==> config.mk <==
export PLATFORM = sky130hd
export DESIGN_NAME = packet_header_checksum_deframer_core
export DESIGN_NICKNAME = d
export VERILOG_FILES = /design/src/rtl/phcd_pkg.sv /design/src/rtl/phcd_front.sv /design/src/rtl/phcd_queue.sv /design/src/rtl/phcd_back.sv /design/src/rtl/packet_header_checksum_deframer_core.sv
export SDC_FILE = /design/constraint.sdc
export NUM_CORES = 1
export LEC_CHECK = 0
export ABC_AREA = 1
export BUFFER_PORTS_ARGS = -buffer_cell sky130_fd_sc_hd__buf_2
export CAP_MARGIN = 20
export CORE_MARGIN = 2
export CORE_UTILIZATION = 40
export CTS_CLUSTER_SIZE = 8
export DETAILED_ROUTE_END_ITERATION = 7
export PLACE_DENSITY = 0.67
export SYNTH_ARGS = -nofsm -noshare
export SYNTH_HDL_FRONTEND = slang
export SYNTH_SLANG_ARGS = --single-unit
==> constraint.sdc <==
create_clock -name clk -period 24.6 [get_ports clk]
set_input_delay 1.23 -clock clk [delete_from_list [all_inputs] [get_ports clk]]
set_output_delay 1.23 -clock clk [all_outputs]
set_load 0.01 [all_outputs]
==> src/rtl/phcd_pkg.sv <==
// shared types and constants for the packet header checksum deframer
package phcd_pkg;

  localparam logic [15:0] HDR_BYTES   = 16'd14;
  localparam logic [15:0] CKS_HI_POS  = 16'd10;
  localparam logic [15:0] CKS_LO_POS  = 16'd11;
  localparam logic [15:0] INDEX_MAX   = 16'hFFFF;

  localparam logic KIND_PAYLOAD = 1'b0;
  localparam logic KIND_SUMMARY = 1'b1;

  typedef struct packed {
    logic        pay;
    logic        summ;
    logic [7:0]  data_byte;
    logic [31:0] src;
    logic [31:0] dst;
    logic [15:0] seq;
    logic [12:0] plen;
    logic [15:0] sum;
    logic [15:0] rx_chk;
    logic        short_pkt;
  } q_entry_t;

endpackage

==> src/rtl/phcd_front.sv <==
// front end: accepts bytes, captures the header, keeps the checksum, queues result work
module phcd_front (
  input  logic               clk,
  input  logic               rst,
  input  logic               in_valid,
  output logic               in_ready,
  input  logic [7:0]         data_byte,
  input  logic               last,
  input  logic               queue_full,
  output logic               push,
  output phcd_pkg::q_entry_t push_entry
);
  import phcd_pkg::*;

  logic [15:0] byte_index;
  logic [15:0] running_sum;
  logic [7:0]  pending_high;
  logic        half;
  logic [31:0] src_reg;
  logic [31:0] dst_reg;
  logic [15:0] seq_reg;
  logic [15:0] rx_checksum;
  logic [15:0] len_bits;

  logic [31:0] src_next;
  logic [31:0] dst_next;
  logic [15:0] seq_next;
  logic [15:0] chk_next;
  logic [15:0] len_next;
  logic [15:0] sum_next;
  logic [7:0]  sum_b;
  logic [15:0] word;
  logic        add_en;
  logic [16:0] sum_ext;
  logic [15:0] sum_add;
  logic        accept;
  logic        pay;

  assign in_ready = !queue_full;
  assign accept   = in_valid && in_ready;

  always_comb begin
    src_next = src_reg;
    dst_next = dst_reg;
    seq_next = seq_reg;
    chk_next = rx_checksum;
    len_next = len_bits;
    if (byte_index < HDR_BYTES) begin
      case (byte_index[3:0])
        4'd0:    src_next[31:24] = data_byte;
        4'd1:    src_next[23:16] = data_byte;
        4'd2:    src_next[15:8]  = data_byte;
        4'd3:    src_next[7:0]   = data_byte;
        4'd4:    dst_next[31:24] = data_byte;
        4'd5:    dst_next[23:16] = data_byte;
        4'd6:    dst_next[15:8]  = data_byte;
        4'd7:    dst_next[7:0]   = data_byte;
        4'd8:    seq_next[15:8]  = data_byte;
        4'd9:    seq_next[7:0]   = data_byte;
        4'd10:   chk_next[15:8]  = data_byte;
        4'd11:   chk_next[7:0]   = data_byte;
        4'd12:   len_next[15:8]  = data_byte;
        4'd13:   len_next[7:0]   = data_byte;
        default: len_next = len_bits;
      endcase
    end
  end

  // checksum word goes in as zero
  assign sum_b = (byte_index == CKS_HI_POS || byte_index == CKS_LO_POS) ? 8'd0 : data_byte;

  always_comb begin
    if (half) begin
      word   = {pending_high, sum_b};
      add_en = 1'b1;
    end else if (last) begin
      word   = {8'd0, sum_b};
      add_en = 1'b1;
    end else begin
      word   = 16'd0;
      add_en = 1'b0;
    end
  end

  // end-around carry
  assign sum_ext  = {1'b0, running_sum} + {1'b0, word};
  assign sum_add  = sum_ext[16] ? (sum_ext[15:0] + 16'd1) : sum_ext[15:0];
  assign sum_next = add_en ? sum_add : running_sum;

  assign pay = (byte_index >= HDR_BYTES) &&
               ((byte_index - HDR_BYTES) < {3'd0, len_bits[15:3]});

  assign push = accept && (pay || last);

  always_comb begin
    push_entry.pay       = pay;
    push_entry.summ      = last;
    push_entry.data_byte = data_byte;
    push_entry.src       = src_next;
    push_entry.dst       = dst_next;
    push_entry.seq       = seq_next;
    push_entry.plen      = len_next[15:3];
    push_entry.sum       = sum_next;
    push_entry.rx_chk    = chk_next;
    push_entry.short_pkt = byte_index < (HDR_BYTES - 16'd1);
  end

  always_ff @(posedge clk) begin
    if (rst || (accept && last)) begin
      byte_index   <= '0;
      running_sum  <= '0;
      pending_high <= '0;
      half         <= 1'b0;
      src_reg      <= '0;
      dst_reg      <= '0;
      seq_reg      <= '0;
      rx_checksum  <= '0;
      len_bits     <= '0;
    end else if (accept) begin
      if (byte_index != INDEX_MAX) begin
        byte_index <= byte_index + 16'd1;
      end
      running_sum  <= sum_next;
      pending_high <= half ? 8'd0 : sum_b;
      half         <= !half;
      src_reg      <= src_next;
      dst_reg      <= dst_next;
      seq_reg      <= seq_next;
      rx_checksum  <= chk_next;
      len_bits     <= len_next;
    end
  end

endmodule

==> src/rtl/phcd_queue.sv <==
// small fifo of pending result work between front and back
module phcd_queue #(
  parameter int DEPTH = 4
) (
  input  logic               clk,
  input  logic               rst,
  input  logic               push,
  input  phcd_pkg::q_entry_t push_entry,
  input  logic               pop,
  output phcd_pkg::q_entry_t head,
  output logic               full,
  output logic               empty
);
  import phcd_pkg::*;

  localparam int PTR_W = (DEPTH > 1) ? $clog2(DEPTH) : 1;
  localparam int CNT_W = $clog2(DEPTH + 1);
  localparam logic [PTR_W-1:0] LAST_PTR = PTR_W'(DEPTH - 1);
  localparam logic [CNT_W-1:0] FULL_CNT = CNT_W'(DEPTH);

  q_entry_t         mem [DEPTH];
  logic [PTR_W-1:0] wr_ptr;
  logic [PTR_W-1:0] rd_ptr;
  logic [CNT_W-1:0] count;
  logic             do_push;
  logic             do_pop;

  assign full    = (count == FULL_CNT);
  assign empty   = (count == '0);
  assign do_push = push && !full;
  assign do_pop  = pop && !empty;
  assign head    = mem[rd_ptr];

  always_ff @(posedge clk) begin
    if (do_push) begin
      mem[wr_ptr] <= push_entry;
    end
  end

  always_ff @(posedge clk) begin
    if (rst) begin
      wr_ptr <= '0;
      rd_ptr <= '0;
      count  <= '0;
    end else begin
      if (do_push) begin
        wr_ptr <= (wr_ptr == LAST_PTR) ? '0 : wr_ptr + PTR_W'(1);
      end
      if (do_pop) begin
        rd_ptr <= (rd_ptr == LAST_PTR) ? '0 : rd_ptr + PTR_W'(1);
      end
      case ({do_push, do_pop})
        2'b10:   count <= count + CNT_W'(1);
        2'b01:   count <= count - CNT_W'(1);
        default: count <= count;
      endcase
    end
  end

endmodule

==> src/rtl/phcd_back.sv <==
// back end: turns queued work into payload and summary results
module phcd_back (
  input  logic               clk,
  input  logic               rst,
  input  logic               queue_empty,
  input  phcd_pkg::q_entry_t head,
  output logic               pop,
  output logic               out_valid,
  input  logic               out_ready,
  output logic               kind,
  output logic [7:0]         payload_byte,
  output logic [31:0]        source_addr,
  output logic [31:0]        dest_addr,
  output logic [15:0]        sequence_res,
  output logic [12:0]        payload_len,
  output logic               checksum_ok,
  output logic               too_short,
  output logic               run_end
);
  import phcd_pkg::*;

  logic phase;
  logic load;
  logic emit_pay;
  logic cks_match;

  assign load      = !queue_empty && (!out_valid || out_ready);
  assign emit_pay  = head.pay && !phase;
  assign pop       = load && !(emit_pay && head.summ);
  assign cks_match = !head.short_pkt && ((~head.sum) == head.rx_chk);

  always_ff @(posedge clk) begin
    if (rst) begin
      out_valid <= 1'b0;
      phase     <= 1'b0;
    end else if (load) begin
      out_valid <= 1'b1;
      phase     <= emit_pay && head.summ;
    end else if (out_ready) begin
      out_valid <= 1'b0;
    end
  end

  always_ff @(posedge clk) begin
    if (load) begin
      if (emit_pay) begin
        kind         <= KIND_PAYLOAD;
        payload_byte <= head.data_byte;
        source_addr  <= '0;
        dest_addr    <= '0;
        sequence_res <= '0;
        payload_len  <= '0;
        checksum_ok  <= 1'b0;
        too_short    <= 1'b0;
        run_end      <= !head.summ;
      end else begin
        kind         <= KIND_SUMMARY;
        payload_byte <= '0;
        source_addr  <= head.src;
        dest_addr    <= head.dst;
        sequence_res <= head.seq;
        payload_len  <= head.plen;
        checksum_ok  <= cks_match;
        too_short    <= head.short_pkt;
        run_end      <= 1'b1;
      end
    end
  end

endmodule

==> src/rtl/packet_header_checksum_deframer_core.sv <==
// top level of the packet header checksum deframer
// Takes one packet byte per cycle, back to back, as long as the internal queue has
// room. Each queue entry is loaded into the output register once that register is free.
// A byte makes at most one queue entry; the last byte of a packet that is also a
// payload byte makes two results from its one entry, a payload item and then a
// summary, so the output side is the limit: sustained input rate is one byte per cycle
// while the queue has room, and the extra result is absorbed by the QUEUE_DEPTH entry
// queue. The checksum path is one 16-bit add with end-around carry per byte pair, or
// for a lone last byte. No clearing pass after reset.
module packet_header_checksum_deframer_core #(
  parameter int QUEUE_DEPTH = 4
) (
  input  logic        clk,
  input  logic        rst,
  input  logic        in_valid,
  output logic        in_ready,
  input  logic [7:0]  data_byte,
  input  logic        last,
  output logic        out_valid,
  input  logic        out_ready,
  output logic        kind,
  output logic [7:0]  payload_byte,
  output logic [31:0] source_addr,
  output logic [31:0] dest_addr,
  output logic [15:0] sequence_res,
  output logic [12:0] payload_len,
  output logic        checksum_ok,
  output logic        too_short,
  output logic        run_end
);
  import phcd_pkg::*;

  q_entry_t push_entry;
  q_entry_t head;
  logic     push;
  logic     pop;
  logic     queue_full;
  logic     queue_empty;

  phcd_front u_front (
    .clk        (clk),
    .rst        (rst),
    .in_valid   (in_valid),
    .in_ready   (in_ready),
    .data_byte  (data_byte),
    .last       (last),
    .queue_full (queue_full),
    .push       (push),
    .push_entry (push_entry)
  );

  phcd_queue #(
    .DEPTH (QUEUE_DEPTH)
  ) u_queue (
    .clk        (clk),
    .rst        (rst),
    .push       (push),
    .push_entry (push_entry),
    .pop        (pop),
    .head       (head),
    .full       (queue_full),
    .empty      (queue_empty)
  );

  phcd_back u_back (
    .clk          (clk),
    .rst          (rst),
    .queue_empty  (queue_empty),
    .head         (head),
    .pop          (pop),
    .out_valid    (out_valid),
    .out_ready    (out_ready),
    .kind         (kind),
    .payload_byte (payload_byte),
    .source_addr  (source_addr),
    .dest_addr    (dest_addr),
    .sequence_res (sequence_res),
    .payload_len  (payload_len),
    .checksum_ok  (checksum_ok),
    .too_short    (too_short),
    .run_end      (run_end)
  );

endmodule

## Word level (Yosys, flattened, before mapping)

Memory sizes are Yosys's and may differ from the RTL's. A register that Yosys moved wholly into a read port is not among the register bits.
Index checks and enable logic that the tools add are counted.

| word-level totals | value |
|---|---|
| flip-flop bits (word level) | 267 |
| memory bits (writable) | 544 |
| output and inout bits | 107 |
| word-level logic and storage cells | 126 |
| memories kept | 1 |

Memories:

| name | depth | bits a word | read ports | clocked after memory_dff | wr ports | RTL line | source |
|---|---|---|---|---|---|---|---|
| u_queue.mem | 4 | 136 | 1 | 1 | 1 | phcd_queue.sv:21 | `q_entry_t mem [DEPTH];` |

| cells by class | value |
|---|---|
| add/sub/neg operators | 8 |
| magnitude comparators | 4 |
| equality and inequality tests | 22 |
| muxes and demuxes | 37 |
| bitwise logic cells | 1 |
| reductions and logical operators | 29 |

Operators with widths:

| kind | count |
|---|---|
| $mux 8 | 17 |
| $mux 16 | 6 |
| $mux 32 | 2 |
| $add 16x1->16 const B | 2 |
| $eq 16x4->1 const B | 2 |
| $lt 16x4->1 const B | 2 |
| $eq 4x4->1 const B | 6 |
| $add 16x16->17 | 1 |
| $eq 16x16->1 | 1 |
| $eq 4x3->1 const B | 4 |
| $ge 16x4->1 const B | 1 |
| $lt 16x13->1 | 1 |
| $ne 16x16->1 const B | 1 |
| $not 16->16 | 1 |
| $sub 16x4->16 const B | 1 |
| $logic_and 1x1->1 | 11 |
| $eq 4x2->1 const B | 2 |
| $logic_not 1->1 | 8 |
| $mux 2 | 4 |
| $mux 1 | 7 |
| $eq 2x2->1 const B | 3 |
| $pmux 3 s2 | 1 |
| $add 2x1->2 const B | 2 |
| $eq 4x1->1 const B | 1 |
| other kinds (10) | 14 |

## Logic depth before layout (Yosys ltp)

| depth | value |
|---|---|
| depth in word-level cells | 9 |
| mapped depth | 30 |

## Modules after synthesis

Synthesis repeated with hierarchy kept, for this count alone.

| second synthesis, totals | value |
|---|---|
| cell total of the unflattened synthesis | 3,325 |
| area total of the unflattened synthesis | 34,358.0 µm² |

Modules (own cells, without submodules):

| module | times used | cells an instance | area an instance (µm²) |
|---|---|---|---|
| phcd_queue | 1 | 1,387 | 20,527.2 |
| phcd_front | 1 | 1,540 | 9,467.8 |
| phcd_back | 1 | 398 | 4,362.9 |

## Worst setup path after synthesis

No wires, ideal clock.

| timing path | value |
|---|---|
| path type | input to register |
| from | input in_valid |
| to | memory u_queue.mem[0][0] in the netlist's numbering, enable pin |
| data arrival time | 7,856 ps |
| data required time | 23,967 ps |
| slack | 16,111 ps |
| stages on the path | 6 |
| path buffers | 2 |
| path through | nand2_1 inv_1 clkbuf_1 clkbuf_1 o21ai_2 nor2_1 |

| between the ends | value |
|---|---|
| cells in the longest elaborated chain, start to end | 5 |

RTL lines:

| what | RTL line | source |
|---|---|---|
| start, declared | packet_header_checksum_deframer_core.sv:15 | `input logic in_valid,` |
| $logic_and 1x1->1 | phcd_front.sv:40 | `assign accept = in_valid && in_ready;` |
| $logic_and 1x1->1 | phcd_front.sv:93 | `assign push = accept && (pay \|\| last);` |
| $logic_and 1x1->1 | phcd_queue.sv:30 | `assign do_push = push && !full;` |
| $mux 1 | phcd_queue.sv:35 | `if (do_push) begin` |
| $mux 1 (not written as such) | phcd_queue.sv:36 | `mem[wr_ptr] <= push_entry;` |
| end, declared | phcd_queue.sv:21 |  |

Every way passes these cells.

==> flow_metrics.py <==
metrics = {
    "status": {
        "status": "completed",
    },
    "setup_path": {
        "arrival_ns": 4.87,
        "ff2ff_path_depth": 17,
        "critPathMaxFanout": 56,
        "crit_type": "flip-flop to flip-flop",
        "critPathLaunchType": "flip-flop",
        "cp-end-kind": "flip-flop",
        "worstPathRequired_ns": 24.87,
    },
    "sta": {
        "drv_slew": 0,
        "fin_crit_sh": 0.187,
        "worstMarginPinSlew_ns": 1.11,
        "finClkSkew_ns": 0.0237,
        "hold_violations": 0,
        "rsz0062_at_grt": "no",
        "fmaxAchievable_mhz": 217,
        "setup_tns_ns": 0,
        "post-route-min-period_ns": 4.60,
        "slew_headroom": 0.260,
        "setup_viol": 0,
        "fin_ws_ns": 20.00,
    },
    "grt": {
        "grt_overflow": 0,
        "antenna_found_initial": 4,
        "grt_usage": 0.176,
        "first_global_vias": 21400,
        "grt_first_pass_wirelength_um": 120000,
        "grt_max_degree": 137,
    },
    "cells_and_area": {
        "syn_to_final_growth_pct": 14.4,
        "drive_gt1_frac": 0.0967,
        "nNetsFinal": 3396,
        "largest_reg_flops": 544,
        "regMostFlops": "u_queue.mem",
    },
    "pwr": {
        "power_density_nw_per_um2": 105,
        "power.internal_uw": 2850,
        "switching_share": 0.304,
        "leakagePower_uw": 0.0157,
        "p_switching_uw": 1250,
        "p_seq_frac": 0.443,
        "power_frac_comb": 0.212,
        "irDropWorstVdd_mv": 0.0651,
        "pwr-share-clk": 0.345,
    },
    "place": {
        "place_ws_ns": 20.02,
        "dp_hpwl_um": 45200,
        "port_buffers": 119,
        "place.gp.congestion": 0.894,
    },
    "drt": {
        "wl_per_cell_um": 17.1,
        "drc": 0,
        "via_count": 22900,
        "viasPerCell": 5.01,
        "firstDrtPassIters": 5,
        "antenna_left": 0,
        "drt_iter0_drc": 1976,
        "routed_wl_um": 78200,
    },
    "logic_synthesis": {
        "synthMuxAreaShare": 0.000293,
        "synth_top_area_cell": "edfxtp_1",
        "postSynthCellCount": 3239,
        "synth_nets": 3297,
        "synth_top_family_by_area": "simple AND/OR/NAND/NOR gates",
        "synthMostInstantiatedCell": "edfxtp_1",
        "avgSynthCellArea_um2": 10.5,
        "synth_edf_count": 649,
        "synth_compound_area_frac": 0.114,
        "synth.distinct_cells": 56,
        "synthAdderAreaFrac": 0.0169,
        "ys_seq_elements": 810,
        "ys_top_cells_by_count": "edfxtp_1 (649), nor2_1 (488), nand2_1 (464)",
        "yosysWarnings": 0,
        "syn-cell-area_um2": 34100,
        "synth_xor_xnor_area_share": 0.0108,
        "async_reset_ff_frac": 0,
        "synth_top_area_frac": 0.571,
        "synthFlopType": "edfxtp_1",
        "ys_seq_area_frac": 0.666,
        "yosys-top-cells-area": "edfxtp_1 (57%), dfxtp_1 (9.4%), nor2_1 (5.4%)",
        "yosys.area_share.simple": 0.131,
    },
    "floorplan": {
        "initial_core_util": 0.402,
        "core-area_um2": 84900,
        "ios": 120,
        "die_h_um": 296,
        "num_rows": 107,
        "die_area_um2": 87700,
        "die-width_um": 296,
    },
    "clock_network": {
        "cts_tree": "built",
        "clkTransAtPathRegs_ns": 0.05,
        "insertion_delay_ns": 0.66,
        "cts-root-buf": "clkbuf_16",
        "post_cts_resized": 0,
        "holdBufCountCts": 0,
        "cts_max_path_buffers": 3,
        "ctsHtreeMaxLevel": 3,
        "postCtsSetupBuffers": 0,
        "numCtsBuffers": 111,
        "cts_sinks": 810,
    },
    "min_path": {
        "hold_path_depth": 2,
        "holdCritPathClass": "flip-flop to flip-flop",
    },
    "job": {
        "maxCapViolCount": 0,
    },
}
## cell families (layout without fill, tap and decap cells)
logic type                 after synthesis  in the layout
and+or+nand+nor                       1089           1089
other                                    0              1
buffers and inverters                  539            735
xor gates and xnor gates                42             42
AOI/OAI and AO/OA                      713            713
muxes                                    1              1
adders and majority gates               45             45
DFF                                    810            810
## final timing paths
kind / startpoint / end / slack (ns)
max: u_front.byte_index[1]$_SDFFE_PP0P_ / u_queue.mem[1][36]$_DFFE_PP_ / 20.00
min: u_front.pending_high[2]$_SDFFE_PP0P_ / u_front.pending_high[2]$_SDFFE_PP0P_ / 0.47
max reg2reg: u_front.byte_index[1]$_SDFFE_PP0P_ / u_queue.mem[1][36]$_DFFE_PP_ / 20.00
min reg2reg: u_front.pending_high[2]$_SDFFE_PP0P_ / u_front.pending_high[2]$_SDFFE_PP0P_ / 0.47
## worst max-delay path, stage by stage (launching register included)
cell and delay, ns:
dfxtp_1 0.36, ha_1 0.25, nand2_1 0.15, nand3_1 0.14, nor2_1 0.14, nand2_1 0.09, nand2_1 0.06, o21ai_0 0.08
ha_1 0.29, inv_1 0.08, nor3_1 0.05, a211oi_1 0.17, nand2_1 0.10, nand2_1 0.09, and2_1 0.30, o21ai_2 0.22
nor2_4 0.79, buf_4 0.75
## per-layer routing
metal,vias to the layer above,GRT usage,share of wire
li1,11200,-,-
met1,11000,0.235,0.44
met2,586,0.293,0.48
met3,110,0.0282,0.055
met4,4,0.0581,0.024
met5,-,0,0.00026
## final cells by class
class                      count  area [µm²]
clock buffer                 204        3180
antenna                        1        2.50
tap                         1144        1430
multi-input combinational   1890        9360
fill                        7778       45900
clock inverter                 6        88.8
timing repair buffer         139         783
inverter                     386        1460
sequential                   810       22700
## layout by cell type, fill, tap and decap left out, types with 4 or more instances in the layout
master / Yosys / layout
clkinv_2: 1 / 4
inv_6: 1 / 4
inv_2: 8 / 9
o211ai_1: 8 / 8
o21ai_2: 21 / 21
nand3_1: 69 / 69
a21oi_1: 97 / 97
o21ai_1: 135 / 135
o21ai_0: 325 / 325
ha_1: 43 / 43
dfxtp_1: 161 / 159
xnor2_1: 8 / 8
a2111oi_0: 4 / 4
nor3_1: 16 / 16
o22ai_1: 94 / 94
nor2_4: 1 / 5
nand2_1: 464 / 462
inv_1: 374 / 371
clkbuf_16: 0 / 113
nand3_4: 4 / 4
edfxtp_1: 649 / 649
nor2_2: 4 / 4
o31ai_1: 4 / 4
xor2_1: 34 / 34
nand4_1: 10 / 10
nor2_1: 488 / 484
clkbuf_1: 109 / 90
buf_2: 25 / 119
nand2_2: 10 / 10
o2111ai_1: 4 / 4
buf_4: 0 / 17
a211oi_1: 6 / 6
## power groups by stage
stage,sequential [µW],combinational [µW],clock (µW)
2_1_floorplan,1900,526,0
3_3_place_gp,1840,864,0
3_5_place_dp,1840,880,0
4_1_cts,1820,883,1440
5_1_grt,1830,982,1500
6_report,1810,870,1410
## metrics by stage
step	utilization	cell area [µm²]	hold slack, ns	std cells	power, µW
after global routing	0.460	39000	0.482	4580	4310
after floorplan	-	34100	0.445	3239	2420
after CTS	0.460	39000	0.467	4579	4140
final	0.460	39000	0.467	4580	4100
after global placement	0.421	35800	0.453	4369	2700
after detailed placement	0.421	35800	0.459	4369	2720
Power figures use the tool's default switching activity.
